**src/hdl/ssfi_pkg.sv**
```systemverilog
package ssfi_pkg;

   localparam int FRAC_BITS_DEF = 12;

   localparam int SPEED_W     = 16;
   localparam int DRIVE_W     = 16;
   localparam int GAIN_W      = 31;
   localparam int OFFSET_W    = 12;
   localparam int ERR_W       = 32;
   localparam int ACC_W       = 64;
   localparam int CSR_INDEX_W = 3;
   localparam int GAIN_FRAC_W = 16;
   localparam int DRIVE_LIMIT = 1500;

   localparam logic [GAIN_W-1:0] FWD_TARGET_GAIN_RST   = GAIN_W'(10527028);
   localparam logic [GAIN_W-1:0] FWD_INTEGRAL_GAIN_RST = GAIN_W'(240570);
   localparam logic [GAIN_W-1:0] FWD_SPEED_GAIN_RST    = GAIN_W'(3549810);
   localparam logic [GAIN_W-1:0] REV_TARGET_GAIN_RST   = GAIN_W'(6163392);
   localparam logic [GAIN_W-1:0] REV_INTEGRAL_GAIN_RST = GAIN_W'(76847);
   localparam logic [GAIN_W-1:0] REV_SPEED_GAIN_RST    = GAIN_W'(2067392);

   typedef enum logic [CSR_INDEX_W-1:0] {
      REG_FWD_TARGET_GAIN   = 3'd0,
      REG_FWD_INTEGRAL_GAIN = 3'd1,
      REG_FWD_SPEED_GAIN    = 3'd2,
      REG_REV_TARGET_GAIN   = 3'd3,
      REG_REV_INTEGRAL_GAIN = 3'd4,
      REG_REV_SPEED_GAIN    = 3'd5,
      REG_FWD_OFFSET        = 3'd6,
      REG_REV_OFFSET        = 3'd7
   } csr_index_type;

   typedef struct packed {
      logic [GAIN_W-1:0]          fwd_target_gain;
      logic [GAIN_W-1:0]          fwd_integral_gain;
      logic [GAIN_W-1:0]          fwd_speed_gain;
      logic [GAIN_W-1:0]          rev_target_gain;
      logic [GAIN_W-1:0]          rev_integral_gain;
      logic [GAIN_W-1:0]          rev_speed_gain;
      logic signed [OFFSET_W-1:0] fwd_offset;
      logic signed [OFFSET_W-1:0] rev_offset;
   } csr_regs_type;

   typedef struct packed {
      logic stop;
      logic fwd;
   } stage_ctrl_type;

endpackage

```
**src/hdl/ssfi_integ.sv**
```systemverilog
module ssfi_integ #(
   parameter int FRAC_BITS = ssfi_pkg::FRAC_BITS_DEF
) (
   input  logic                                          clock,
   input  logic                                          reset,
   input  logic                                          req_tvalid,
   output logic                                          req_tready,
   input  logic signed [ssfi_pkg::SPEED_W-1:0]           req_target,
   input  logic signed [ssfi_pkg::SPEED_W-1:0]           req_measured,
   input  logic                                          stage_take,
   output logic                                          stage_valid,
   output ssfi_pkg::stage_ctrl_type                      stage_ctrl,
   output logic signed [((FRAC_BITS > ssfi_pkg::SPEED_W) ? FRAC_BITS
                         : ssfi_pkg::SPEED_W)-1:0]       stage_target,
   output logic signed [ssfi_pkg::SPEED_W-1:0]           stage_measured,
   output logic signed [ssfi_pkg::ERR_W-1:0]             stage_error_sum
);

   localparam int TgtW = (FRAC_BITS > ssfi_pkg::SPEED_W) ? FRAC_BITS : ssfi_pkg::SPEED_W;
   localparam int ErrW = ssfi_pkg::ERR_W;
   localparam logic signed [TgtW-1:0] MinFwd = TgtW'((2 * (2 ** FRAC_BITS) + 5) / 10);
   localparam logic signed [TgtW-1:0] MinRev = TgtW'(-((4 * (2 ** FRAC_BITS) + 5) / 10));
   localparam logic signed [ErrW-1:0] ErrMax = {1'b0, {(ErrW-1){1'b1}}};
   localparam logic signed [ErrW-1:0] ErrMin = {1'b1, {(ErrW-1){1'b0}}};

   logic                      req_accept;
   logic                      stop, fwd;
   logic signed [TgtW-1:0]    tgt_ext, tgt_clamped;
   logic signed [TgtW:0]      diff;
   logic signed [ErrW:0]      sum;
   logic signed [ErrW-1:0]    sum_sat;

   logic                      stage_valid_ff, stage_valid_in;
   ssfi_pkg::stage_ctrl_type  stage_ctrl_ff;
   logic signed [TgtW-1:0]    stage_target_ff;
   logic signed [ssfi_pkg::SPEED_W-1:0] stage_measured_ff;
   logic signed [ErrW-1:0]    error_sum_ff, error_sum_in;

   assign req_tready = !stage_valid_ff || stage_take;
   assign req_accept = req_tvalid && req_tready;

   always_comb begin
      stop    = (req_target == '0);
      fwd     = !req_target[ssfi_pkg::SPEED_W-1] && !stop;
      tgt_ext = TgtW'(req_target);
      if (fwd) begin
         tgt_clamped = (tgt_ext < MinFwd) ? MinFwd : tgt_ext;
      end else begin
         tgt_clamped = (tgt_ext > MinRev) ? MinRev : tgt_ext;
      end
      diff = (TgtW+1)'(tgt_clamped) - (TgtW+1)'(req_measured);
      sum  = (ErrW+1)'(error_sum_ff) + (ErrW+1)'(diff);
      if (sum[ErrW] != sum[ErrW-1]) begin
         sum_sat = sum[ErrW] ? ErrMin : ErrMax;
      end else begin
         sum_sat = sum[ErrW-1:0];
      end
      error_sum_in = error_sum_ff;
      if (req_accept) begin
         error_sum_in = stop ? '0 : sum_sat;
      end
      stage_valid_in = req_accept ? 1'b1 : (stage_take ? 1'b0 : stage_valid_ff);
   end

   always_ff @(posedge clock) begin
      if (reset) begin
         stage_valid_ff <= 1'b0;
         error_sum_ff   <= '0;
      end else begin
         stage_valid_ff <= stage_valid_in;
         error_sum_ff   <= error_sum_in;
      end
   end

   always_ff @(posedge clock) begin
      if (req_accept) begin
         stage_ctrl_ff.stop <= stop;
         stage_ctrl_ff.fwd  <= fwd;
         stage_target_ff    <= tgt_clamped;
         stage_measured_ff  <= req_measured;
      end
   end

   assign stage_valid     = stage_valid_ff;
   assign stage_ctrl      = stage_ctrl_ff;
   assign stage_target    = stage_target_ff;
   assign stage_measured  = stage_measured_ff;
   assign stage_error_sum = error_sum_ff;

`ifndef NO_ASSERTIONS
   a_stop_clears: assert property (@(posedge clock) disable iff (reset)
      req_accept && stop |=> error_sum_ff == '0)
      else $error("integrator not cleared by stop item");

   a_stage_holds: assert property (@(posedge clock) disable iff (reset)
      stage_valid_ff && !stage_take |=> stage_valid_ff && $stable(stage_target_ff))
      else $error("stalled stage item changed");
`endif

endmodule

```
**config.mk**
```make
export PLATFORM = sky130hd
export DESIGN_NAME = ssfi_integ
export DESIGN_NICKNAME = d
export VERILOG_FILES = /design/src/hdl/ssfi_pkg.sv /design/src/hdl/ssfi_integ.sv
export SDC_FILE = /design/constraint.sdc
export NUM_CORES = 1
export LEC_CHECK = 0
export ABC_AREA = 1
export BUFFER_PORTS_ARGS = -buffer_cell sky130_fd_sc_hd__buf_2
export CORE_MARGIN = 5
export CORE_UTILIZATION = 55
export DETAILED_ROUTE_END_ITERATION = 10
export PLACE_DENSITY = 0.78
export SYNTH_ARGS = -nofsm -noshare
export SYNTH_HDL_FRONTEND = slang
export SYNTH_SLANG_ARGS = --single-unit
export TNS_END_PERCENT = 50
```
**constraint.sdc**
```tcl
create_clock -name clock -period 5.54 [get_ports clock]
set_clock_uncertainty 0.15 [all_clocks]
set_input_delay 0.554 -clock clock [delete_from_list [all_inputs] [get_ports clock]]
set_output_delay 0.554 -clock clock [all_outputs]
set_load 0.02 [all_outputs]
```
; Yosys cells after proc, flatten, opt, wreduce, memory -nomap -nowiden
; Cells that the tools add are included.
[classes]
n_addsub = 2
order_cmp = 2
eq_ne = 1
mux = 8
n_reduce_logical = 8
[ops]
columns = cell, n
row1 = 32-bit 2-to-1 mux, 3
row2 = 16-bit 2-to-1 mux, 3
row3 = 32-bit by 17-bit adder with 33-bit output, 1
row4 = 16-bit by 16-bit subtractor with 17-bit output, 1
row5 = "16-bit by 12-bit > comparator with 1-bit output, second input constant", 1
row6 = 16-bit logical NOT, 1
row7 = "16-bit by 11-bit < comparator with 1-bit output, second input constant", 1
row8 = 1-bit logical NOT, 3
row9 = 1-bit logical AND, 2
row10 = 1-bit 2-to-1 mux, 2
row11 = 2-bit nonzero test, 1
row12 = 1-bit logical OR, 1
row13 = 1-bit inequality test, 1
[word_totals]
regBits = 67
input_bits = 36
elab_cells = 27

; Longest topological paths before layout
; Gate-level depths: netlist of run 1.
[depth]
word_depth = 9
mapped_depth = 30

; Least setup slack after synthesis of run 1
; Ideal clock, no wire load.
[synth_path]
kind = input to register
start = input port req_target[4] in the netlist's numbering
end = register error_sum_ff[11] (netlist: stage_error_sum[11])
setup_time_ps = 71
arrival_ps = 4236
setup_slack_ps = 1083
cell_stages = 21
path_cell_list = inv_1 > nand4_1 > nor3_2 > nor2_1 > inv_2 > nor2_1 > fa_1 > inv_1 > ha_1 > a21oi_1 > nand2_1 > nand2_1 > nand2_1 > a21oi_2 > nand2_1 > nand2_1 > nand2_4 > a21oi_4 > buf_6 > nand2_1 > a21oi_2
[synth_between]
elab_chain_len = 9
[synth_rtl]
columns = item, line
row1 = "start, declared", ssfi_integ.sv:8  ; input logic signed [ssfi_pkg::SPEED_W-1:0] req_target,
row2 = 16-bit logical NOT *, ssfi_integ.sv:43  ; stop = (req_target == '0);
row3 = net stop, ssfi_integ.sv:27  ; logic stop, fwd;
row4 = 1-bit logical NOT *, ssfi_integ.sv:44  ; fwd = !req_target[ssfi_pkg::SPEED_W-1] && !stop;
row5 = 1-bit logical AND *, ssfi_integ.sv:44
row6 = net fwd, ssfi_integ.sv:27
row7 = 16-bit 2-to-1 mux *, ssfi_integ.sv:46  ; if (fwd) begin
row8 = 16-bit by 16-bit subtractor with 17-bit output *, ssfi_integ.sv:51  ; diff = (TgtW+1)'(tgt_clamped) - (TgtW+1)'(req_measured);
row9 = 32-bit by 17-bit adder with 33-bit output *, ssfi_integ.sv:52  ; sum = (ErrW+1)'(error_sum_ff) + (ErrW+1)'(diff);
row10 = 32-bit 2-to-1 mux or 1-bit inequality test (tied branches), "ssfi_integ.sv:54, ssfi_integ.sv:53"
row11 = 32-bit 2-to-1 mux *, ssfi_integ.sv:53  ; if (sum[ErrW] != sum[ErrW-1]) begin
row12 = 32-bit 2-to-1 mux *, ssfi_integ.sv:60  ; error_sum_in = stop ? '0 : sum_sat;
row13 = "end signal, assigned", ssfi_integ.sv:71  ; error_sum_ff <= error_sum_in;
row14 = "end, declared", ssfi_integ.sv:37  ; logic signed [ErrW-1:0] error_sum_ff, error_sum_in;
; The timed path passes the listed nets; every way through them passes the cells marked *.
; A chain may end at the register's enable or synchronous reset.

; Final worst setup path of run 1
[layout_path]
start = input port req_target[4] in the netlist's numbering
end = register error_sum_ff[6] (netlist: stage_error_sum[6])
[layout_between]
elab_chain_len = 9
[layout_rtl]
columns = item, line
row1 = branches (longest 3 deep; another with 16-bit by 12-bit > comparator with 1-bit output), -
row2 = 16-bit 2-to-1 mux *, ssfi_integ.sv:46
row3 = net tgt_clamped[1], ssfi_integ.sv:28  ; logic signed [TgtW-1:0] tgt_ext, tgt_clamped;
row4 = 16-bit by 16-bit subtractor with 17-bit output *, ssfi_integ.sv:51
row5 = 32-bit by 17-bit adder with 33-bit output *, ssfi_integ.sv:52
row6 = 32-bit 2-to-1 mux or 1-bit inequality test (tied branches), "ssfi_integ.sv:54, ssfi_integ.sv:53"
row7 = 32-bit 2-to-1 mux *, ssfi_integ.sv:53
row8 = 32-bit 2-to-1 mux *, ssfi_integ.sv:60
; Mark *: on every way through the listed nets, which the timed path passes.

==> flow_summary.json, run 1 <==
{
  "synth_ff_type": "edfxtp_1",
  "max_freq_mhz": 200,
  "portBuffers": 103,
  "post_cts.resized_instances": 0,
  "clockBufferDepth": 2,
  "gr-total-overflow": 0,
  "via_count": 5590,
  "place_congestion": 0.954,
  "holdBufCountCts": 0,
  "dieArea_sq_um": 13400,
  "cts-root-buf": "clkbuf_8",
  "required_ns": 5.61,
  "track_usage_pct": 24.7,
  "seq_power_share_pct": 15.8,
  "cellLeakagePower_uw": 0.00375,
  "die_h_microns": 116,
  "clk_latency_ns": 0.38,
  "cts_tree": "built",
  "n_antenna_cell": 0,
  "stdcell_count": 1115,
  "p_int_uw": 2190,
  "comb_power_share_pct": 73.2,
  "rows": 38,
  "period_minus_slack_ns": 5.01,
  "grt_max_degree": 35,
  "power_uw": 4750,
  "synth_edf_count": 34,
  "maxSlewViolCount": 0,
  "hold_viol": 0,
  "core_area_sq_um": 10900,
  "clockPowerShare_pct": 11.0,
  "first_pass_iters": 5,
  "avgViaCountPerCell": 5.01,
  "worstSetupPathType": "primary input to flop",
  "max_slew.worst_pin.slew_ns": 1.01,
  "ir_drop_uv": 370,
  "netlist_instances": 869,
  "drtIter0Drc": 376,
  "ys_ff_latch": 67,
  "die_w_microns": 116,
  "drive_gt1_share_pct": 18.8,
  "end_kind": "flop",
  "drv_cap": 0,
  "rsz0062_at_grt": "false",
  "slew_headroom_pct": 32.9,
  "wire_per_inst_microns": 14.0,
  "placed_cells": 1099,
  "path_clk_slew_ns": 0.08,
  "initial_core_util_pct": 56.3,
  "postCtsSetupBuffers": 0,
  "dp_hpwl_mm": 12.5,
  "fillers": 1016,
  "hp-class": "primary input to flop",
  "yosys.cell_types.count": 35,
  "fin_setup_tns_ns": 0,
  "p_per_area_nw_per_um2": 680,
  "ys_seq_area_share_pct": 27.4,
  "fin_crit_sh_pct": 90.4,
  "crit_fanout": 31,
  "postRouteWirelength_mm": 15.6,
  "yosysWarnings": 0,
  "drc": 0,
  "area_growth_syn_to_layout_pct": 13.9,
  "switching_power_uw": 2560,
  "startpoint_type": "primary input",
  "switching_share_pct": 53.9,
  "ctsHtreeMaxLevel": 3,
  "outcome": "finished, final reports clean",
  "syn_area_sq_um": 6130,
  "numCtsBuffers": 9,
  "antenna_found_initial": 0,
  "async_flop_share_pct": 0,
  "ant_nets": 0,
  "numClockSinks": 67,
  "syn_nets": 971,
  "io_pins": 104,
  "nets": 1072,
  "grt_pass1_wl_mm": 25.9,
  "syn_area_per_cell_sq_um": 7.06,
  "finalSetupViolCount": 0,
  "grt_pass1_vias": 5377,
  "worstPathArrival_ns": 5.08
}
[routing by layer]
metal,wire length [microns],up-vias,share of wire (%),track usage [%]
met5,0,-,0,0
met4,216,0,1.4,6.34
met3,923,17,5.9,4.91
met2,7060,129,45,40.9
met1,7370,2565,47,33.4
li1,-,2879,-,-
[critical path: stages]
cell and delay [ns]:
buf_2 0.09, inv_1 0.06, o31ai_1 0.29, nand3_1 0.11
nand2_1 0.08, inv_1 0.04, o21ai_0 0.42, nand2_1 0.37
nand3_1 0.25, inv_1 0.08, fa_1 0.49, inv_1 0.07
fa_1 0.47, nand2_1 0.09, nand3_1 0.11, nand3_1 0.11
nand2_2 0.09, nand2_1 0.09, nand2_2 0.09, nand2_2 0.10
nand2_2 0.07, nand2_1 0.06, nand2_1 0.07, nand2_2 0.46
nand3_1 0.16, nand2_1 0.12, a21oi_2 0.05
[cell usage after synthesis (all sizes together), types with 11 or more instances]
library cell / n / area (sq um)
nand2: 271 / 1060
inv: 197 / 739
a21oi: 64 / 459
nand3: 63 / 325
nor2: 58 / 220
edfxtp: 34 / 1020
ha: 34 / 425
dfxtp: 33 / 661
fa: 32 / 641
xnor2: 14 / 123
o21ai: 12 / 60.1
buf: 11 / 98.8
[metrics by stage]
stage                     setup slack [ns]  cell area (sq um)  util (%)  hold WS [ns]
after floorplan                       1.08               6130         -         0.406
final                                0.531               6990      64.2         0.218
after CTS                            0.632               6990      64.2         0.193
after global routing                 0.188               6990      64.2         0.201
after global placement               0.189               6740      61.9         0.317
after detailed placement             0.248               6740      61.9         0.331
[logic make-up after synthesis]
family / Yosys count / share of synthesized area (%)
simple gates: 416 / 28.8
flops: 67 / 27.4
compound gates: 88 / 9.91
buf+inv: 215 / 14.1
xor+xnor: 17 / 2.43
fa+ha+maj: 66 / 17.4
[final timing paths]
| check | start | to | slack (ns) | cells after the start |
|---|---|---|---|---|
| max reg2reg | stage_error_sum[1]$_SDFFE_PP0P_ | stage_error_sum[6]$_SDFFE_PP0P_ | 2.06 | 18 |
| min reg2reg | stage_error_sum[0]$_SDFFE_PP0P_ | stage_error_sum[0]$_SDFFE_PP0P_ | 0.34 | 2 |
| min | req_measured[0] | stage_measured[0]$_DFFE_PP_ | 0.22 | 1 |
| max | req_target[4] | stage_error_sum[6]$_SDFFE_PP0P_ | 0.53 | 27 |
[sequential cells by signal (all words and copies together) (netlist names)]
register and flops:
stage_ctrl 2, stage_error_sum 32, stage_measured 16, stage_target 16, stage_valid 1
[power by group through the flow]
stage                     Clock [uW]  Combinational (uW)  Sequential, uW
after detailed placement           0                3440             761
final                            524                3470             750
after floorplan                    0                2600             910
after global placement             0                3410             756
after global routing             557                3910             771
after CTS                        537                3470             752
[placed cells by master (no fill, tap or decap), drive strengths merged, types with 14 or more instances in the layout]
cell,count
buf,108
edfxtp,34
a21oi,64
nand3,63
ha,34
inv,199
nor2,58
nand2,271
fa,32
dfxtp,33
xnor2,14
[layout make-up]
type / count / area [sq um] / area share, %
multi-input combinational: 587 / 3590 / 51.4
clock inverter: 7 / 124 / 1.77
tap: 140 / 175 / 2.51
clock buffer: 9 / 124 / 1.77
inverter: 197 / 739 / 10.6
timing repair buffer: 108 / 553 / 7.92
sequential: 67 / 1680 / 24.1
Power figures use the tool's default switching activity.
==> run 2: changes to the inputs <==
ABC_AREA = default   (was 1)
PLACE_DENSITY = 0.8   (was 0.78)
==> flow_summary.json, run 2 <==
{
  "outcome": "finished, final reports clean",
  "postCtsSetupBuffers": 0,
  "nets": 781,
  "yosysWarnings": 0,
  "ir_drop_uv": 270,
  "min_path_cells": 1,
  "fillers": 781,
  "syn_area_per_cell_sq_um": 9.38,
  "gr-total-overflow": 0,
  "crit_top_cell": "ha_1",
  "synth_ff_type": "edfxtp_1",
  "yosysMostFrequentCell": "inv_1",
  "synth_area_leaders": "edfxtp_1 (19%), dfxtp_1 (13%), fa_1 (12%)",
  "drive_gt1_share_pct": 24.1,
  "cts_tree": "built",
  "startpoint": "req_target[0]",
  "area_growth_syn_to_layout_pct": 18.7,
  "dp_slack_ns": -0.0884,
  "final_common_cell": "inv_1",
  "p_per_area_nw_per_um2": 518,
  "startpoint_type": "primary input",
  "clockBufferDepth": 2,
  "worstSetupPathType": "primary input to flop",
  "track_usage_pct": 22.5,
  "crit_fanout": 14,
  "maxSlewViolCount": 0,
  "core_area_sq_um": 9280,
  "comb_power_share_pct": 64.6,
  "initial_core_util_pct": 56.5,
  "wire_per_inst_microns": 15.7,
  "r2r_cells": 14,
  "switching_power_uw": 1470,
  "postRouteWirelength_mm": 12.7,
  "end_kind": "flop",
  "slowest_delay_ns": 0.50,
  "required_ns": 5.62,
  "grt_pass1_vias": 4626,
  "switching_share_pct": 45.5,
  "die_w_microns": 108,
  "dp_hpwl_mm": 9.76,
  "portBuffers": 103,
  "path_clk_slew_ns": 0.08,
  "async_flop_share_pct": 0,
  "ys_seq_area_share_pct": 32.0,
  "cp_slowest_cell": "fa_1",
  "syn_area_sq_um": 5250,
  "via_count": 4576,
  "power_uw": 3230,
  "netlist_instances": 560,
  "grt_pass1_wl_mm": 21.2,
  "io_pins": 104,
  "reg2reg_slack_ns": 1.77,
  "path_cells": "buf_2 > a211o_1 > a311o_1 > a41oi_1 > ha_1 > and2_1 > nor2_1 > nand2_1 > fa_1 > inv_1 > ha_1 > a211oi_2 > o211ai_1 > a21oi_2 > o211ai_2 > o31a_1 > a31oi_4 > xor2_4 > a21oi_4 > buf_4 > a221o_2",
  "layout_common_cells": "inv_1 (120), buf_2 (103), a21oi_1 (42), ha_1 (34), edfxtp_1 (34)",
  "max_slew.worst_pin.slew_ns": 0.691,
  "slew_headroom_pct": 53.9,
  "numClockSinks": 67,
  "fin_crit_sh_pct": 93.4,
  "worst_slack_ns": 0.364,
  "ctsHtreeMaxLevel": 3,
  "largest_reg_flops": 32,
  "synth_edf_count": 34,
  "n_antenna_cell": 0,
  "die_h_microns": 108,
  "grt_max_degree": 35,
  "timing.hold.ws_ns": 0.258,
  "hp-class": "primary input to flop",
  "r2r-start": "stage_error_sum[1]$_SDFFE_PP0P_",
  "max_freq_mhz": 193,
  "rsz0062_at_grt": "false",
  "p_int_uw": 1760,
  "clockPowerShare_pct": 14.1,
  "avgViaCountPerCell": 5.63,
  "drtIter0Drc": 222,
  "numCtsBuffers": 9,
  "seq_power_share_pct": 21.3,
  "synth_top_area_share_pct": 19.4,
  "hold_viol": 0,
  "clk_latency_ns": 0.35,
  "drv_cap": 0,
  "cts-root-buf": "clkbuf_8",
  "synth_top_cell_by_area": "edfxtp_1",
  "place_congestion": 0.969,
  "syn_nets": 662,
  "ys_ff_latch": 67,
  "holdBufCountCts": 0,
  "rows": 35,
  "yosys.cell_types.count": 65,
  "dieArea_sq_um": 11600,
  "ant_nets": 0,
  "drc": 0,
  "ys_top_cells_by_count": "inv_1 (120), a21oi_1 (42), edfxtp_1 (34), ha_1 (34), dfxtp_1 (33)",
  "antenna_found_initial": 0,
  "first_pass_iters": 5,
  "worstPathArrival_ns": 5.25,
  "crit_path_end": "stage_error_sum[9]$_SDFFE_PP0P_",
  "period_minus_slack_ns": 5.18,
  "finalSetupViolCount": 0,
  "cellLeakagePower_uw": 0.00301,
  "r2r-end": "stage_error_sum[9]$_SDFFE_PP0P_"
}
run 2: metal layers:
| metal | wire length, microns | vias to the layer above | GRT usage (%) |
|---|---|---|---|
| li1 | - | 2168 | - |
| met4 | 346 | 0 | 9.02 |
| met3 | 859 | 32 | 3.48 |
| met2 | 5990 | 202 | 37.7 |
| met5 | 0 | - | 0 |
| met1 | 5540 | 2174 | 28.9 |
run 2: worst max-delay path, delay by kind of cell:
kind                     cells  cell delay [ns]
XOR/XNOR                     1             0.25
adder cells (fa/ha/maj)      3             1.02
AND/OR/NAND/NOR              3             0.50
AO/OA/AOI/OAI               11             2.58
buffers and inverters        3             0.36
run 2: how the worst min path moves through the flow:
stage,start,endpoint,slack (ns)
CTS,req_measured[0],stage_measured[0]$_DFFE_PP_,0.25
global route,req_measured[0],stage_measured[0]$_DFFE_PP_,0.24
finish,req_measured[0],stage_measured[0]$_DFFE_PP_,0.26
detailed placement,stage_error_sum[0]$_SDFFE_PP0P_,stage_error_sum[0]$_SDFFE_PP0P_,0.32
floorplan,stage_error_sum[1]$_SDFFE_PP0P_,stage_error_sum[1]$_SDFFE_PP0P_,0.39
global placement,stage_error_sum[0]$_SDFFE_PP0P_,stage_error_sum[0]$_SDFFE_PP0P_,0.32
run 2: kinds of logic after synthesis:
| kind of cell | after synthesis | share of synthesized area [%] |
|---|---|---|
| compound gates | 147 | 20.9 |
| flops | 67 | 32.0 |
| xor+xnor | 31 | 5.67 |
| simple gates | 108 | 9.96 |
| fa+ha+maj | 68 | 20.7 |
| buf+inv | 139 | 10.7 |
run 2: layout make-up:
cell class / count / area (sq um) / share of cell area (%)
Multi-Input combinational cell: 354 / 3020 / 48.4
Sequential cell: 67 / 1680 / 27.0
Timing Repair Buffer: 126 / 701 / 11.2
Inverter: 121 / 454 / 7.29
Tap cell: 129 / 161 / 2.59
Clock buffer: 9 / 124 / 1.99
Clock inverter: 7 / 92.6 / 1.49
run 2: what timing repair did:
item	CTS	global route
gates resized for setup	0	2
endpoints found under the setup margin	0	1
endpoints found under the hold margin	0	0
run 2: power groups by stage:
stage	combinational [uW]	clock, uW	sequential (uW)
2_1_floorplan	1440	0	798
3_3_place_gp	1990	0	694
3_5_place_dp	2040	0	699
4_1_cts	2070	461	688
5_1_grt	2320	482	698
6_report	2090	456	688
run 2: per-stage QoR:
stage	instance area, sq um	instances	util, %	setup TNS [ns]
after CTS	6230	813	67.1	0
after detailed placement	6010	797	64.7	-0.0884
after floorplan	5260	560	-	0
after global routing	6230	813	67.1	0
final	6230	813	67.1	0
after global placement	6010	797	64.7	0
