File: src/hdl/ssfi_pkg.sv
package ssfi_pkg;

   localparam int FRAC_BITS_DEF = 12;

   localparam int SPEED_W     = 16;
   localparam int DRIVE_W     = 16;
   localparam int GAIN_W      = 31;
   localparam int OFFSET_W    = 12;
   localparam int ERR_W       = 32;
   localparam int ACC_W       = 64;
   localparam int CSR_INDEX_W = 3;
   localparam int GAIN_FRAC_W = 16;
   localparam int DRIVE_LIMIT = 1500;

   localparam logic [GAIN_W-1:0] FWD_TARGET_GAIN_RST   = GAIN_W'(10527028);
   localparam logic [GAIN_W-1:0] FWD_INTEGRAL_GAIN_RST = GAIN_W'(240570);
   localparam logic [GAIN_W-1:0] FWD_SPEED_GAIN_RST    = GAIN_W'(3549810);
   localparam logic [GAIN_W-1:0] REV_TARGET_GAIN_RST   = GAIN_W'(6163392);
   localparam logic [GAIN_W-1:0] REV_INTEGRAL_GAIN_RST = GAIN_W'(76847);
   localparam logic [GAIN_W-1:0] REV_SPEED_GAIN_RST    = GAIN_W'(2067392);

   typedef enum logic [CSR_INDEX_W-1:0] {
      REG_FWD_TARGET_GAIN   = 3'd0,
      REG_FWD_INTEGRAL_GAIN = 3'd1,
      REG_FWD_SPEED_GAIN    = 3'd2,
      REG_REV_TARGET_GAIN   = 3'd3,
      REG_REV_INTEGRAL_GAIN = 3'd4,
      REG_REV_SPEED_GAIN    = 3'd5,
      REG_FWD_OFFSET        = 3'd6,
      REG_REV_OFFSET        = 3'd7
   } csr_index_type;

   typedef struct packed {
      logic [GAIN_W-1:0]          fwd_target_gain;
      logic [GAIN_W-1:0]          fwd_integral_gain;
      logic [GAIN_W-1:0]          fwd_speed_gain;
      logic [GAIN_W-1:0]          rev_target_gain;
      logic [GAIN_W-1:0]          rev_integral_gain;
      logic [GAIN_W-1:0]          rev_speed_gain;
      logic signed [OFFSET_W-1:0] fwd_offset;
      logic signed [OFFSET_W-1:0] rev_offset;
   } csr_regs_type;

   typedef struct packed {
      logic stop;
      logic fwd;
   } stage_ctrl_type;

endpackage

File: src/hdl/ssfi_csr.sv
module ssfi_csr (
   input  logic                                clock,
   input  logic                                reset,
   input  logic                                csr_we,
   input  logic [ssfi_pkg::CSR_INDEX_W-1:0]    csr_index,
   input  logic [ssfi_pkg::GAIN_W-1:0]         csr_wdata,
   output ssfi_pkg::csr_regs_type              csr_regs
);

   ssfi_pkg::csr_regs_type regs_ff, regs_in;

   always_comb begin
      regs_in = regs_ff;
      if (csr_we) begin
         unique case (ssfi_pkg::csr_index_type'(csr_index))
            ssfi_pkg::REG_FWD_TARGET_GAIN:   regs_in.fwd_target_gain   = csr_wdata;
            ssfi_pkg::REG_FWD_INTEGRAL_GAIN: regs_in.fwd_integral_gain = csr_wdata;
            ssfi_pkg::REG_FWD_SPEED_GAIN:    regs_in.fwd_speed_gain    = csr_wdata;
            ssfi_pkg::REG_REV_TARGET_GAIN:   regs_in.rev_target_gain   = csr_wdata;
            ssfi_pkg::REG_REV_INTEGRAL_GAIN: regs_in.rev_integral_gain = csr_wdata;
            ssfi_pkg::REG_REV_SPEED_GAIN:    regs_in.rev_speed_gain    = csr_wdata;
            ssfi_pkg::REG_FWD_OFFSET:
               regs_in.fwd_offset = csr_wdata[ssfi_pkg::OFFSET_W-1:0];
            ssfi_pkg::REG_REV_OFFSET:
               regs_in.rev_offset = csr_wdata[ssfi_pkg::OFFSET_W-1:0];
            default: regs_in = regs_ff;
         endcase
      end
   end

   always_ff @(posedge clock) begin
      if (reset) begin
         regs_ff.fwd_target_gain   <= ssfi_pkg::FWD_TARGET_GAIN_RST;
         regs_ff.fwd_integral_gain <= ssfi_pkg::FWD_INTEGRAL_GAIN_RST;
         regs_ff.fwd_speed_gain    <= ssfi_pkg::FWD_SPEED_GAIN_RST;
         regs_ff.rev_target_gain   <= ssfi_pkg::REV_TARGET_GAIN_RST;
         regs_ff.rev_integral_gain <= ssfi_pkg::REV_INTEGRAL_GAIN_RST;
         regs_ff.rev_speed_gain    <= ssfi_pkg::REV_SPEED_GAIN_RST;
         regs_ff.fwd_offset        <= '0;
         regs_ff.rev_offset        <= '0;
      end else begin
         regs_ff <= regs_in;
      end
   end

   assign csr_regs = regs_ff;

endmodule

File: config.mk
export PLATFORM = sky130hd
export DESIGN_NAME = ssfi_csr
export DESIGN_NICKNAME = d
export VERILOG_FILES = /design/src/hdl/ssfi_pkg.sv /design/src/hdl/ssfi_csr.sv
export SDC_FILE = /design/constraint.sdc
export NUM_CORES = 1
export LEC_CHECK = 0
export BUFFER_PORTS_ARGS = -buffer_cell sky130_fd_sc_hd__buf_2
export CAP_MARGIN = 20
export CELL_PAD_IN_SITES_DETAIL_PLACEMENT = 1
export CELL_PAD_IN_SITES_GLOBAL_PLACEMENT = 1
export CORE_MARGIN = 2
export CORE_UTILIZATION = 30
export CTS_CLUSTER_SIZE = 16
export DETAILED_ROUTE_END_ITERATION = 6
export PLACE_DENSITY_LB_ADDON = 0.2
export SLEW_MARGIN = 20
export SYNTH_ARGS = -nofsm -noshare
export SYNTH_HDL_FRONTEND = slang
export SYNTH_SLANG_ARGS = --single-unit
File: constraint.sdc
create_clock -name clock -period 2 [get_ports clock]
set_clock_uncertainty 0.2 [all_clocks]
set_input_delay 0.6 -clock clock [delete_from_list [all_inputs] [get_ports clock]]
set_output_delay 0.6 -clock clock [all_outputs]
set_load 0.1 [all_outputs]
# Word level (Yosys, flattened, before mapping)

Cells that the tools add are included.

Bits in registers: 210
Input port bits: 37

Equality and inequality tests: 7
Reductions and logical operators: 9

Operators with widths:

| operator                                                               | count |
|---|---|
| 2-bit AND reduction                                                    | 8 |
| 3-bit equality test (second input constant)                            | 4 |
| 3-bit by 2-bit equality test with 1-bit output (second input constant) | 2 |
| 3-bit by 1-bit equality test with 1-bit output (second input constant) | 1 |
| 3-bit zero test                                                        | 1 |

# Depth between registers and ports, before layout

Gate-level depths: netlist of run 1.

Depth in word-level cells: 2
Mapped depth: 5

# Worst setup path after synthesis of run 1

Ideal clock, no wire load.

Kind: input port to flip-flop
From: input port csr_index[0] in the netlist's numbering
To: register regs_ff (netlist bit csr_regs[203])
Setup time: 0.124 ns
Arrival time: 1.522 ns
Required time: 1.676 ns
Slack: 0.154 ns
Stages: 4
Buffers on the path: 2
Path through: or4b_1 -> buf_6 -> buf_12 -> mux2i_1

Longest elaborated chain between the ends: 2

RTL lines:

| item                          | line           | text |
|---|---|---|
| start: declaration            | ssfi_csr.sv:5  | `input logic [ssfi_pkg::CSR_INDEX_W-1:0] csr_index,` |
| 3-bit zero test               | ssfi_csr.sv:15 | `unique case (ssfi_pkg::csr_index_type'(csr_index))` |
| 2-bit AND reduction (no line) | --             |  |
| end signal: assignment        | ssfi_csr.sv:42 | `regs_ff <= regs_in;` |
| end: declaration              | ssfi_csr.sv:10 | `ssfi_pkg::csr_regs_type regs_ff, regs_in;` |

Every way passes these cells.
A chain may end at the register's enable or synchronous reset.

# Worst setup path in the final report of run 1

From: register regs_ff (netlist bit csr_regs[108])
To: output port csr_regs[108] in the netlist's numbering

RTL lines:

| item             | line          | text |
|---|---|---|
| end: declaration | ssfi_csr.sv:7 | `output ssfi_pkg::csr_regs_type csr_regs` |

No word-level cell between the ends.

==> impl_summary.txt, run 1 <==
----------------------------------------------------
[Status]
  Status ... finished clean

[Synth]
  Net Count, Synth ... 790
  Post-synthesis instance area ... 0.00817 mm²
  YS warnings ... 0
  Mapped Cells ... 753
  Count of unique library cells instantiated by Yosys ... 18
  Part of the Yosys area used for sequential elements ... 0.515
  Post-synthesis average cell area ... 10.8 µm²
  #FFs+latches synth ... 210

[Setup path]
  Setup CP Type ... reg2out
  Setup crit end ... csr_regs[108]
  Type of origin of the critical path ... flip-flop
  Slowest library cell on the worst path ... sky130_fd_sc_hd__dfxtp_1
  Highest net fanout along the worst path ... 2
  R2r setup slk ... 1.13 ns
  Reg2Reg Launch Point ... csr_regs[127]
  Kind of end point of the critical path ... output port
  Cells along the critical path ... buf_4
  Number of cells traversed by the worst register-to-register path ... 2
  CP max stage delay ... 0.35 ns
  Worst setup startpoint ... csr_regs[108]
  Data required time at the worst endpoint ... 1.20 ns
  Worst path bufs/invs ... 1
  Worst r2r dst ... csr_regs[127]
  Total stage count of the critical path ... 1
  Data arrival time of the critical path ... 1.17 ns
  Cell class contributing the biggest share of worst-path delay ... flip-flops

[Power]
  Fraction of power consumed by sequential logic ... 0.406
  Switch Pwr ... 0.00286 W
  Combinational power share ... 0.133
  Clock power share ... 0.461
  Leakage dissipation ... 5.72 nW
  Pwr Density ... 908 mW/mm²
  Switching Share ... 0.268
  Internal cell power ... 0.00781 W
  Peak VDD IR ... 0.000497 V

[Finish]
  Multi-input gate area ... 0.00372 mm²
  Filler cell count in the final layout ... 2976
  Post-route non-filler standard cell count ... 1373
  Synth-to-layout area growth ... 43.9%
  Max reg flops ... 210
  Share of cells above drive strength 1 ... 0.325
  Total area of sequential cells ... 0.00420 mm²
  Final core area utilization ... 0.437
  Post-route cell area ... 0.0117 mm²
  Post-layout nets ... 1050

[Floorplanning]
  Initial Utilization ... 0.304
  Number of cell rows ... 60
  Die Outline Area ... 0.0286 mm²
  Std-Cell Core Area ... 0.0269 mm²
  Chip Width ... 169 µm
  Vertical extent of the die ... 169 µm
  I/O pin count ... 247

[Timing]
  Max_slew headroom ... 0.748
  Clock period minus final worst setup slack ... 1.97 ns
  Worst Slack Setup Final ... 0.0347 ns
  Final count of negative-setup-slack endpoints ... 0
  Worst-Margin Slew ... 0.377 ns
  Max Clock Freq ... 509 MHz
  Post-route fraction of the period consumed by the critical path ... 0.983
  Final count of hold timing violations ... 0
  Final max-slew violation count ... 0
  Setup TNS after final layout ... 0 ns

[GRT]
  Via count of the first global-routing pass ... 6476
  Total GRT Usage ... 0.174
  Global-route wire length before repair ... 38800 µm
  Total congestion overflow ... 0
  Largest net degree at the start of global routing ... 43
  Initial antenna violation count ... 0

[Routing]
  Initial detailed-routing violation count ... 250
  Wire length per cell after detailed routing ... 18.7 µm
  Detailed Route WL ... 25700 µm
  Count of antenna-violating nets left after detailed routing ... 0
  Post-detailed-route DRC marker count ... 0
  First-pass DRT Iterations ... 4
  Total via count in the routed design ... 6204
  Detailed-route vias per instance ... 4.52

[Place]
  Port bufs ... 246
  Final weighted congestion of routability-driven global placement ... 0.731
  Placed cell count ... 1327
  Setup Slack @ Placement ... -0.00678 ns
  Standard cell area after detailed placement ... 0.0101 mm²
  Estimated wirelength of the detail-placed design ... 18100 µm

[Clocking]
  Clock tree from TritonCTS ... built
  Maximum root-to-sink buffer count ... 3
  H-tree levels ... 1
  Clock latency on the worst-skew pair ... 0.51 ns
  Quantity of hold-fixing buffers added after cts ... 0
  Clock slew at reported path FFs ... 0.06 ns
  Clock root cell ... sky130_fd_sc_hd__clkbuf_16
  Num CTS Buffers ... 25
  Number of sinks driven by the clock tree ... 210

[Min path]
  Hold Crit Class ... in2reg

[Job]
  Count of maximum capacitance violations ... 0

----------------------------------------------------
## cells in the mapped netlist (all sizes together)
master   instances  area (µm²)
nand4            1        6.26
mux2i          210        2100
clkbuf          27         101
nand4bb          3        33.8
and4b            1        10.0
buf             30         190
nor2            83         312
nor4bb           1        10.0
nand4b           3        26.3
dfxtp          210        4200
nand2b         180        1130
and4bb           2        25.0
or4b             1        10.0
nor4b            1        8.76
## timing repair
action                                  4_1_cts  5_1_grt
endpoints found under the setup margin      210       43
gates resized for setup                     214       43
pin swaps                                     0        0
cloned                                        0        0
setup buffers                                 0        0
## power by group through the flow
stage                     registers [W]  clock network, W  logic (W)
after floorplan                 0.00508                 0   0.000341
after global placement          0.00441                 0    0.00136
after detailed placement        0.00442                 0    0.00136
after CTS                       0.00433           0.00506    0.00142
after global routing            0.00434           0.00524    0.00148
final                           0.00433           0.00492    0.00141
## cell families after synthesis
| logic type | after synthesis | share of synthesized area |
|---|---|---|
| buffers and inverters | 57 | 0.0357 |
| DFF | 210 | 0.515 |
| muxes | 210 | 0.257 |
| and+or+nand+nor | 276 | 0.192 |
## tightest hold or removal path, cell delays in order
cell,delay (ns)
sky130_fd_sc_hd__buf_2,0.10
sky130_fd_sc_hd__nor2_1,0.04
sky130_fd_sc_hd__mux2i_1,0.11
## area by class of cell
type	instances	area share
flip-flops and latches	210	0.358
multi-input cells	486	0.317
repair buffers	290	0.212
clock buffers	40	0.0657
well taps	341	0.0363
clock inverters	5	0.0106
diodes	1	0.000213
## cells in the final DEF, fill, tap and decap left out
master,count
sky130_fd_sc_hd__and4bb_2,2
sky130_fd_sc_hd__clkbuf_8,9
sky130_fd_sc_hd__and4b_1,1
sky130_fd_sc_hd__buf_6,48
sky130_fd_sc_hd__diode_2,1
sky130_fd_sc_hd__nor4bb_4,1
sky130_fd_sc_hd__dfxtp_1,210
sky130_fd_sc_hd__clkinv_2,1
sky130_fd_sc_hd__nand4b_1,3
sky130_fd_sc_hd__nand4bb_4,2
sky130_fd_sc_hd__bufinv_16,4
sky130_fd_sc_hd__or4b_1,1
sky130_fd_sc_hd__buf_2,35
sky130_fd_sc_hd__nand2b_1,180
sky130_fd_sc_hd__nor2_1,83
sky130_fd_sc_hd__nor4b_2,1
sky130_fd_sc_hd__clkbuf_16,25
sky130_fd_sc_hd__nand4_1,1
sky130_fd_sc_hd__buf_12,18
sky130_fd_sc_hd__clkbuf_1,6
sky130_fd_sc_hd__mux2i_1,210
sky130_fd_sc_hd__buf_4,189
sky130_fd_sc_hd__nand4bb_1,1
## stage by stage
step,total power [W],hold WS (ns)
2_1_floorplan,0.00542,0.567
6_report,0.0107,0.176
3_5_place_dp,0.00578,0.257
4_1_cts,0.0108,0.149
3_3_place_gp,0.00577,0.254
5_1_grt,0.0111,0.186
## per-layer routing
metal,GRT usage,part of all wire,vias to the layer above,wire [µm]
li1,-,-,3014,-
met1,0.226,0.45,2997,11600
met2,0.288,0.46,165,11800
met3,0.0542,0.077,28,1970
met4,0.0331,0.013,0,343
met5,0,0,-,0
## how the worst min path moves through the flow
| stage | start | to | slack [ns] | cells past startpoint |
|---|---|---|---|---|
| after floorplan | csr_wdata[23] | csr_regs[202] | 0.57 | 2 |
| after global placement | csr_regs[125] | csr_regs[125] | 0.25 | 2 |
| after detailed placement | csr_regs[171] | csr_regs[171] | 0.26 | 2 |
| after CTS | csr_wdata[0] | csr_regs[55] | 0.15 | 3 |
| after global routing | csr_wdata[0] | csr_regs[55] | 0.19 | 3 |
| final | csr_wdata[0] | csr_regs[55] | 0.18 | 3 |
Power figures use the tool's default switching activity.
==> inputs of run 2 (changes only) <==
--- a/config.mk
+++ b/config.mk
@@ -9,7 +9,6 @@
 export CAP_MARGIN = 20
 export CELL_PAD_IN_SITES_DETAIL_PLACEMENT = 1
 export CELL_PAD_IN_SITES_GLOBAL_PLACEMENT = 1
-export CORE_MARGIN = 2
 export CORE_UTILIZATION = 30
 export CTS_CLUSTER_SIZE = 16
 export DETAILED_ROUTE_END_ITERATION = 6
==> run 2 against run 1 <==
Non-clock buffer count unchanged; largest cell class unchanged; critical endpoint is now csr_regs[47]; utilization up 1.6 points; largest power group unchanged; routed wire length decreased by 1.7%; highest routed layer is now met5.
==> impl_summary.txt, run 2 (same netlist as run 1, synthesis figures left out) <==
----------------------------------------------------
[Timing]
  Max_slew headroom ... 0.745 (-0.00390)
  Clock period minus final worst setup slack ... 1.97 ns (-0.000139 ns)
  Final count of hold timing violations ... 0 (unchanged)
  Setup TNS after final layout ... 0 ns (unchanged)
  Max Clock Freq ... 509 MHz (about the same)
  Worst-Margin Slew ... 0.382 ns (+0.00444 ns)
  Post-route fraction of the period consumed by the critical path ... 0.983 (about the same)
  Final count of negative-setup-slack endpoints ... 0 (unchanged)
  Final max-slew violation count ... 0 (unchanged)

[Min path]
  Hold Crit Class ... in2reg
  Number of cells on the worst hold path ... 3 (unchanged)

[Finish]
  Final core area utilization ... 0.453 (+0.0162)
  Total area of sequential cells ... 0.00420 mm² (unchanged)
  Max reg flops ... 210 (unchanged)
  Filler cell count in the final layout ... 2903 (-2.5%)
  Most frequent cells in the layout ... sky130_fd_sc_hd__mux2i_1 (210), sky130_fd_sc_hd__dfxtp_1 (210), sky130_fd_sc_hd__nand2b_1 (180)
  Share of cells above drive strength 1 ... 0.331 (+0.00583)
  Synth-to-layout area growth ... 48.8%
  Post-layout nets ... 1051 (+0.095%)
  Multi-input gate area ... 0.00372 mm² (unchanged)

[Power]
  Peak VDD IR ... 0.000551 V (+11%)
  Leakage dissipation ... 5.86 nW (+2.6%)
  Pwr Density ... 934 mW/mm² (+2.9%)

[GRT]
  Via count of the first global-routing pass ... 6324 (-2.3%)
  Global-route wire length before repair ... 38300 µm (-1.3%)
  Largest net degree at the start of global routing ... 40 (-7.0%)
  Total congestion overflow ... 0 (unchanged)
  Initial antenna violation count ... 2 (+2)
  Total GRT Usage ... 0.177 (+0.00269)

[Setup path]
  Type of origin of the critical path ... flip-flop
  CP max stage delay ... 0.33 ns (-0.02 ns)
  Slowest library cell on the worst path ... sky130_fd_sc_hd__dfxtp_1
  Data arrival time of the critical path ... 1.17 ns (about the same)
  Number of cells traversed by the worst register-to-register path ... 2 (unchanged)
  Cell class contributing the biggest share of worst-path delay ... flip-flops
  Highest net fanout along the worst path ... 2 (unchanged)
  Data required time at the worst endpoint ... 1.20 ns (about the same)
  Cells along the critical path ... buf_4
  Setup CP Type ... reg2out
  Total stage count of the critical path ... 1 (unchanged)
  Worst path bufs/invs ... 1 (unchanged)
  Kind of end point of the critical path ... output port

[Clocking]
  Clock tree from TritonCTS ... built
  Clock root cell ... sky130_fd_sc_hd__clkbuf_16
  Quantity of hold-fixing buffers added after cts ... 0 (unchanged)
  Number of sinks driven by the clock tree ... 210 (unchanged)
  Clock slew at reported path FFs ... 0.06 ns (about the same)
  H-tree levels ... 1 (unchanged)
  Maximum root-to-sink buffer count ... 3 (unchanged)
  Clock latency on the worst-skew pair ... 0.52 ns (about the same)
  Num CTS Buffers ... 26 (+4.0%)

[Floorplanning]
  Number of cell rows ... 60 (unchanged)
  Initial Utilization ... 0.305 (+0.000851)
  Die Outline Area ... 0.0279 mm² (-2.4%)
  I/O pin count ... 247 (unchanged)
  Chip Width ... 167 µm (-1.2%)
  Std-Cell Core Area ... 0.0268 mm² (-0.28%)
  Vertical extent of the die ... 167 µm (-1.2%)

[Status]
  Status ... finished clean

[Routing]
  Total via count in the routed design ... 6166 (-0.61%)
  Detailed Route WL ... 25200 µm (-1.7%)
  First-pass DRT Iterations ... 4 (unchanged)
  Initial detailed-routing violation count ... 285 (+14%)
  Detailed-route vias per instance ... 4.48 (-0.83%)
  Wire length per cell after detailed routing ... 18.3 µm (-1.9%)
  Post-detailed-route DRC marker count ... 0 (unchanged)
  Count of antenna-violating nets left after detailed routing ... 0 (unchanged)

[Place]
  Final weighted congestion of routability-driven global placement ... 0.755 (+3.3%)
  Port bufs ... 246 (unchanged)
  Estimated wirelength of the detail-placed design ... 17800 µm (-1.9%)

[Job]
  Count of maximum capacitance violations ... 0 (unchanged)

----------------------------------------------------
## run 2: cell count changes in the layout (fill, tap and decap cells not counted)
| cell | change |
|---|---|
| sky130_fd_sc_hd__bufinv_16 | +4 |
| sky130_fd_sc_hd__clkbuf_1 | -4 |
| sky130_fd_sc_hd__buf_4 | -70 |
| sky130_fd_sc_hd__clkbuf_8 | -3 |
| sky130_fd_sc_hd__clkinv_2 | +3 |
| sky130_fd_sc_hd__clkbuf_16 | +2 |
| sky130_fd_sc_hd__inv_6 | +1 |
| sky130_fd_sc_hd__buf_6 | +70 |
## run 2: tightest hold or removal path, stage by stage
cell	delay, ns
sky130_fd_sc_hd__buf_2	0.09
sky130_fd_sc_hd__nor2_1	0.04
sky130_fd_sc_hd__mux2i_1	0.11
## run 2: final timing paths
kind / from / to / slack (ns)
max: csr_regs[47] / csr_regs[47] / 0.03
max reg2reg: csr_regs[154] / csr_regs[154] / 1.12
min: csr_wdata[0] / csr_regs[55] / 0.16
min reg2reg: csr_regs[48] / csr_regs[48] / 0.27
## run 2: timing repair
item	CTS	global route
hold endpoints to repair	0	0
buffers inserted	0	0
resized for setup	221	106
endpoints found under the setup margin	210	106
## run 2: area by class of cell
class | count | area share
clock buffer | 35 | 0.0630
sequential | 210 | 0.346
clock inverter | 13 | 0.0221
multi-input combinational | 486 | 0.306
tap | 341 | 0.0351
antenna | 1 | 0.000206
timing repair buffer | 290 | 0.227
## run 2: per-layer routing
| layer | vias up | GRT usage | wire length, µm |
|---|---|---|---|
| met5 | - | 0 | 13 |
| met4 | 2 | 0.0334 | 293 |
| met3 | 27 | 0.0566 | 1920 |
| li1 | 3015 | - | - |
| met2 | 177 | 0.287 | 11500 |
| met1 | 2945 | 0.230 | 11500 |
## run 2: per-stage QoR
| step | cells | power, W | hold slack (ns) | setup slack (ns) | instance area [µm²] |
|---|---|---|---|---|---|
| 6_report | 1376 | 0.0114 | 0.156 | 0.0348 | 12100 |
| 5_1_grt | 1375 | 0.0118 | 0.155 | -0.000827 | 12100 |
| 2_1_floorplan | 753 | 0.00542 | 0.567 | 0.154 | 8170 |
| 3_5_place_dp | 1327 | 0.00577 | 0.260 | 0.00232 | 10100 |
| 3_3_place_gp | 1327 | 0.00577 | 0.255 | 0.0379 | 10100 |
| 4_1_cts | 1375 | 0.0115 | 0.137 | 0.00000955 | 11700 |
## run 2: power by group
part	internal, W	switching [W]	total (W)
clock	0.00371	0.00187	0.00558
combinational	0.000415	0.00102	0.00143
sequential	0.00428	0.0000605	0.00434
==> inputs of run 3 (changes only) <==
--- a/config.mk
+++ b/config.mk
@@ -9,6 +9,7 @@
 export CAP_MARGIN = 20
 export CELL_PAD_IN_SITES_DETAIL_PLACEMENT = 1
 export CELL_PAD_IN_SITES_GLOBAL_PLACEMENT = 1
+export CORE_ASPECT_RATIO = 0.75
 export CORE_UTILIZATION = 30
 export CTS_CLUSTER_SIZE = 16
 export DETAILED_ROUTE_END_ITERATION = 6
==> run 3 against run 2 <==
The flow now finishes with violations (design-rule violations); cell area is 4.6% lower; first-iteration DRC count shrank 3.9%; sequential share of layout area up 1.7 points; critical path depth unchanged; combinational power is essentially flat; fmax decreased by 0.14%; die area hardly changed; clock power is 21% lower; count of clock-buffer cells in the layout did not move; setup slack worse by 0.0027 ns; via count barely moved; global-route usage grew 0.41 points; largest cell class unchanged; highest routed layer is now met4.
==> impl_summary.txt, run 3 (same netlist as run 1, synthesis figures left out) <==
----------------------------------------------------
[Finish]
  Synth-to-layout area growth ... 42.0%
  Most frequent cells in the layout ... sky130_fd_sc_hd__mux2i_1 (210), sky130_fd_sc_hd__dfxtp_1 (210), sky130_fd_sc_hd__buf_4 (182)
  Number of inserted diodes ... 0 (-1)
  Max reg flops ... 210 (unchanged)
  Post-route cell area ... 0.0116 mm² (-4.6%)
  Post-route non-filler standard cell count ... 1370 (-0.44%)
  Final core area utilization ... 0.440 (-0.0133)
  Post-layout nets ... 1046 (-0.48%)
  Share of cells above drive strength 1 ... 0.323 (-0.00814)

[Setup path]
  Total stage count of the critical path ... 1 (unchanged)
  Type of origin of the critical path ... flip-flop
  Worst path bufs/invs ... 1 (unchanged)
  Data required time at the worst endpoint ... 1.20 ns (about the same)
  Cells along the critical path ... buf_4
  R2r setup slk ... 1.13 ns (about the same)
  Reg2Reg Launch Point ... csr_regs[159]
  Cell class contributing the biggest share of worst-path delay ... flip-flops
  Worst r2r dst ... csr_regs[159]
  Setup CP Type ... reg2out
  Data arrival time of the critical path ... 1.17 ns (about the same)
  Slowest library cell on the worst path ... sky130_fd_sc_hd__dfxtp_1
  Kind of end point of the critical path ... output port
  Number of cells traversed by the worst register-to-register path ... 2 (unchanged)
  CP max stage delay ... 0.35 ns (+0.02 ns)
  Highest net fanout along the worst path ... 2 (unchanged)

[Place]
  Port bufs ... 246 (unchanged)
  Final weighted congestion of routability-driven global placement ... 0.767 (+1.5%)
  Setup Slack @ Placement ... -0.0243 ns (-0.0267 ns)
  Estimated wirelength of the detail-placed design ... 18500 µm (+3.8%)
  Placed cell count ... 1327 (unchanged)
  Standard cell area after detailed placement ... 0.0101 mm² (-0.79%)

[Timing]
  Worst Hold Slack ... 0.164 ns (+0.00757 ns)
  Max Clock Freq ... 508 MHz (-0.14%)
  Post-route fraction of the period consumed by the critical path ... 0.984 (+0.00134)
  Clock period minus final worst setup slack ... 1.97 ns (+0.00269 ns)
  Final count of hold timing violations ... 0 (unchanged)
  Final count of negative-setup-slack endpoints ... 0 (unchanged)
  Final max-slew violation count ... 0 (unchanged)
  Worst Slack Setup Final ... 0.0321 ns (-0.00269 ns)
  Max_slew headroom ... 0.717 (-0.0275)
  Worst-Margin Slew ... 0.424 ns (+0.0427 ns)
  Unrepaired setup endpoints after global routing ... no

[Routing]
  Detailed Route WL ... 26000 µm (+3.0%)
  Total via count in the routed design ... 6171 (+0.081%)
  Initial detailed-routing violation count ... 274 (-3.9%)
  Detailed-route vias per instance ... 4.50 (+0.52%)
  First-pass DRT Iterations ... 6 (+2)
  Wire length per cell after detailed routing ... 19.0 µm (+3.4%)
  Post-detailed-route DRC marker count ... 34 (+34)
  Count of antenna-violating nets left after detailed routing ... 0 (unchanged)

[Clocking]
  Clock slew at reported path FFs ... 0.06 ns (about the same)
  Maximum root-to-sink buffer count ... 3 (unchanged)
  Quantity of hold-fixing buffers added after cts ... 0 (unchanged)
  Clock root cell ... sky130_fd_sc_hd__clkbuf_16
  Num CTS Buffers ... 24 (-7.7%)
  Number of setup buffers added after CTS ... 0 (unchanged)
  Clock latency on the worst-skew pair ... 0.51 ns (about the same)
  Number of sinks driven by the clock tree ... 210 (unchanged)
  Clock tree from TritonCTS ... built
  H-tree levels ... 1 (unchanged)

[Floorplanning]
  Initial Utilization ... 0.310 (+0.00516)
  Chip Width ... 193 µm (+15%)
  Die Outline Area ... 0.0279 mm² (about the same)
  Vertical extent of the die ... 145 µm (-13%)
  Number of cell rows ... 51 (-15%)
  I/O pin count ... 247 (unchanged)
  Std-Cell Core Area ... 0.0264 mm² (-1.7%)

[Min path]
  Worst hold path startpoint ... csr_wdata[23]
  Hold Crit Class ... in2reg
  Number of cells on the worst hold path ... 3 (unchanged)
  Worst Hold Path EP ... csr_regs[202]

[GRT]
  Total congestion overflow ... 0 (unchanged)
  Global-route wire length before repair ... 38300 µm (about the same)
  Via count of the first global-routing pass ... 6268 (-0.89%)
  Total GRT Usage ... 0.181 (+0.00407)
  Initial antenna violation count ... 0 (-2)
  Largest net degree at the start of global routing ... 45 (+13%)

[Power]
  Peak VDD IR ... 0.000504 V (-8.5%)
  Pwr Density ... 877 mW/mm² (-6.1%)
  Leakage dissipation ... 5.64 nW (-3.9%)

[Status]
  Status ... finished, violations left
  Failing checks ... design-rule violations

[Job]
  Count of maximum capacitance violations ... 0 (unchanged)

----------------------------------------------------
==> run 3: cell count changes in the layout (fill, tap and decap cells not counted), sizes merged <==
cell / delta
buf: -3
bufinv: -7
clkinv: +2
clkinvlp: +1
diode: -1
inv: -1
==> run 3: layer usage <==
layer	part of all wire	global-route usage	up-vias	wire length (µm)
met5	0	0	-	0
met4	0.016	0.0410	0	403
met3	0.064	0.0379	31	1670
met2	0.43	0.279	155	11200
met1	0.49	0.257	2983	12700
li1	-	-	3002	-
==> run 3: area by class of cell <==
type	count	area (µm²)
clock buffer	35	713
tap	344	430
timing repair buffer	287	2450
fill	2887	14800
sequential	210	4200
clock inverter	8	82.6
multi-input combinational	486	3710
==> run 3: repair_timing <==
item / CTS / global route
pin swaps: 0 / 0
gates cloned: 0 / 0
resized for setup: 224 / 41
setup endpoints to repair: 210 / 41
==> run 3: metrics by stage <==
| step | TNS (ns) | total power (W) |
|---|---|---|
| 6_report | 0 | 0.0102 |
| 5_1_grt | 0 | 0.0105 |
| 4_1_cts | 0 | 0.0103 |
| 3_5_place_dp | -0.0559 | 0.00577 |
| 3_3_place_gp | -0.0235 | 0.00577 |
| 2_1_floorplan | 0 | 0.00542 |
==> run 3: worst max-delay path by stage <==
stage | endpoint | from
global placement | csr_regs[193] | csr_index[0]
global route | csr_regs[85] | csr_regs[85]
finish | csr_regs[208] | csr_regs[208]
CTS | csr_regs[28] | csr_regs[28]
floorplan | csr_regs[203] | csr_index[0]
detailed placement | csr_regs[208] | csr_index[0]
==> run 3: power breakdown <==
| part | internal, W | total (W) | leakage, nW | switching [W] |
|---|---|---|---|---|
| Clock | 0.00261 | 0.00442 | 0.391 | 0.00181 |
| Combinational | 0.000387 | 0.00141 | 3.54 | 0.00103 |
| Sequential | 0.00428 | 0.00434 | 1.70 | 0.0000586 |
| Total | 0.00727 | 0.0102 | 5.64 | 0.00290 |
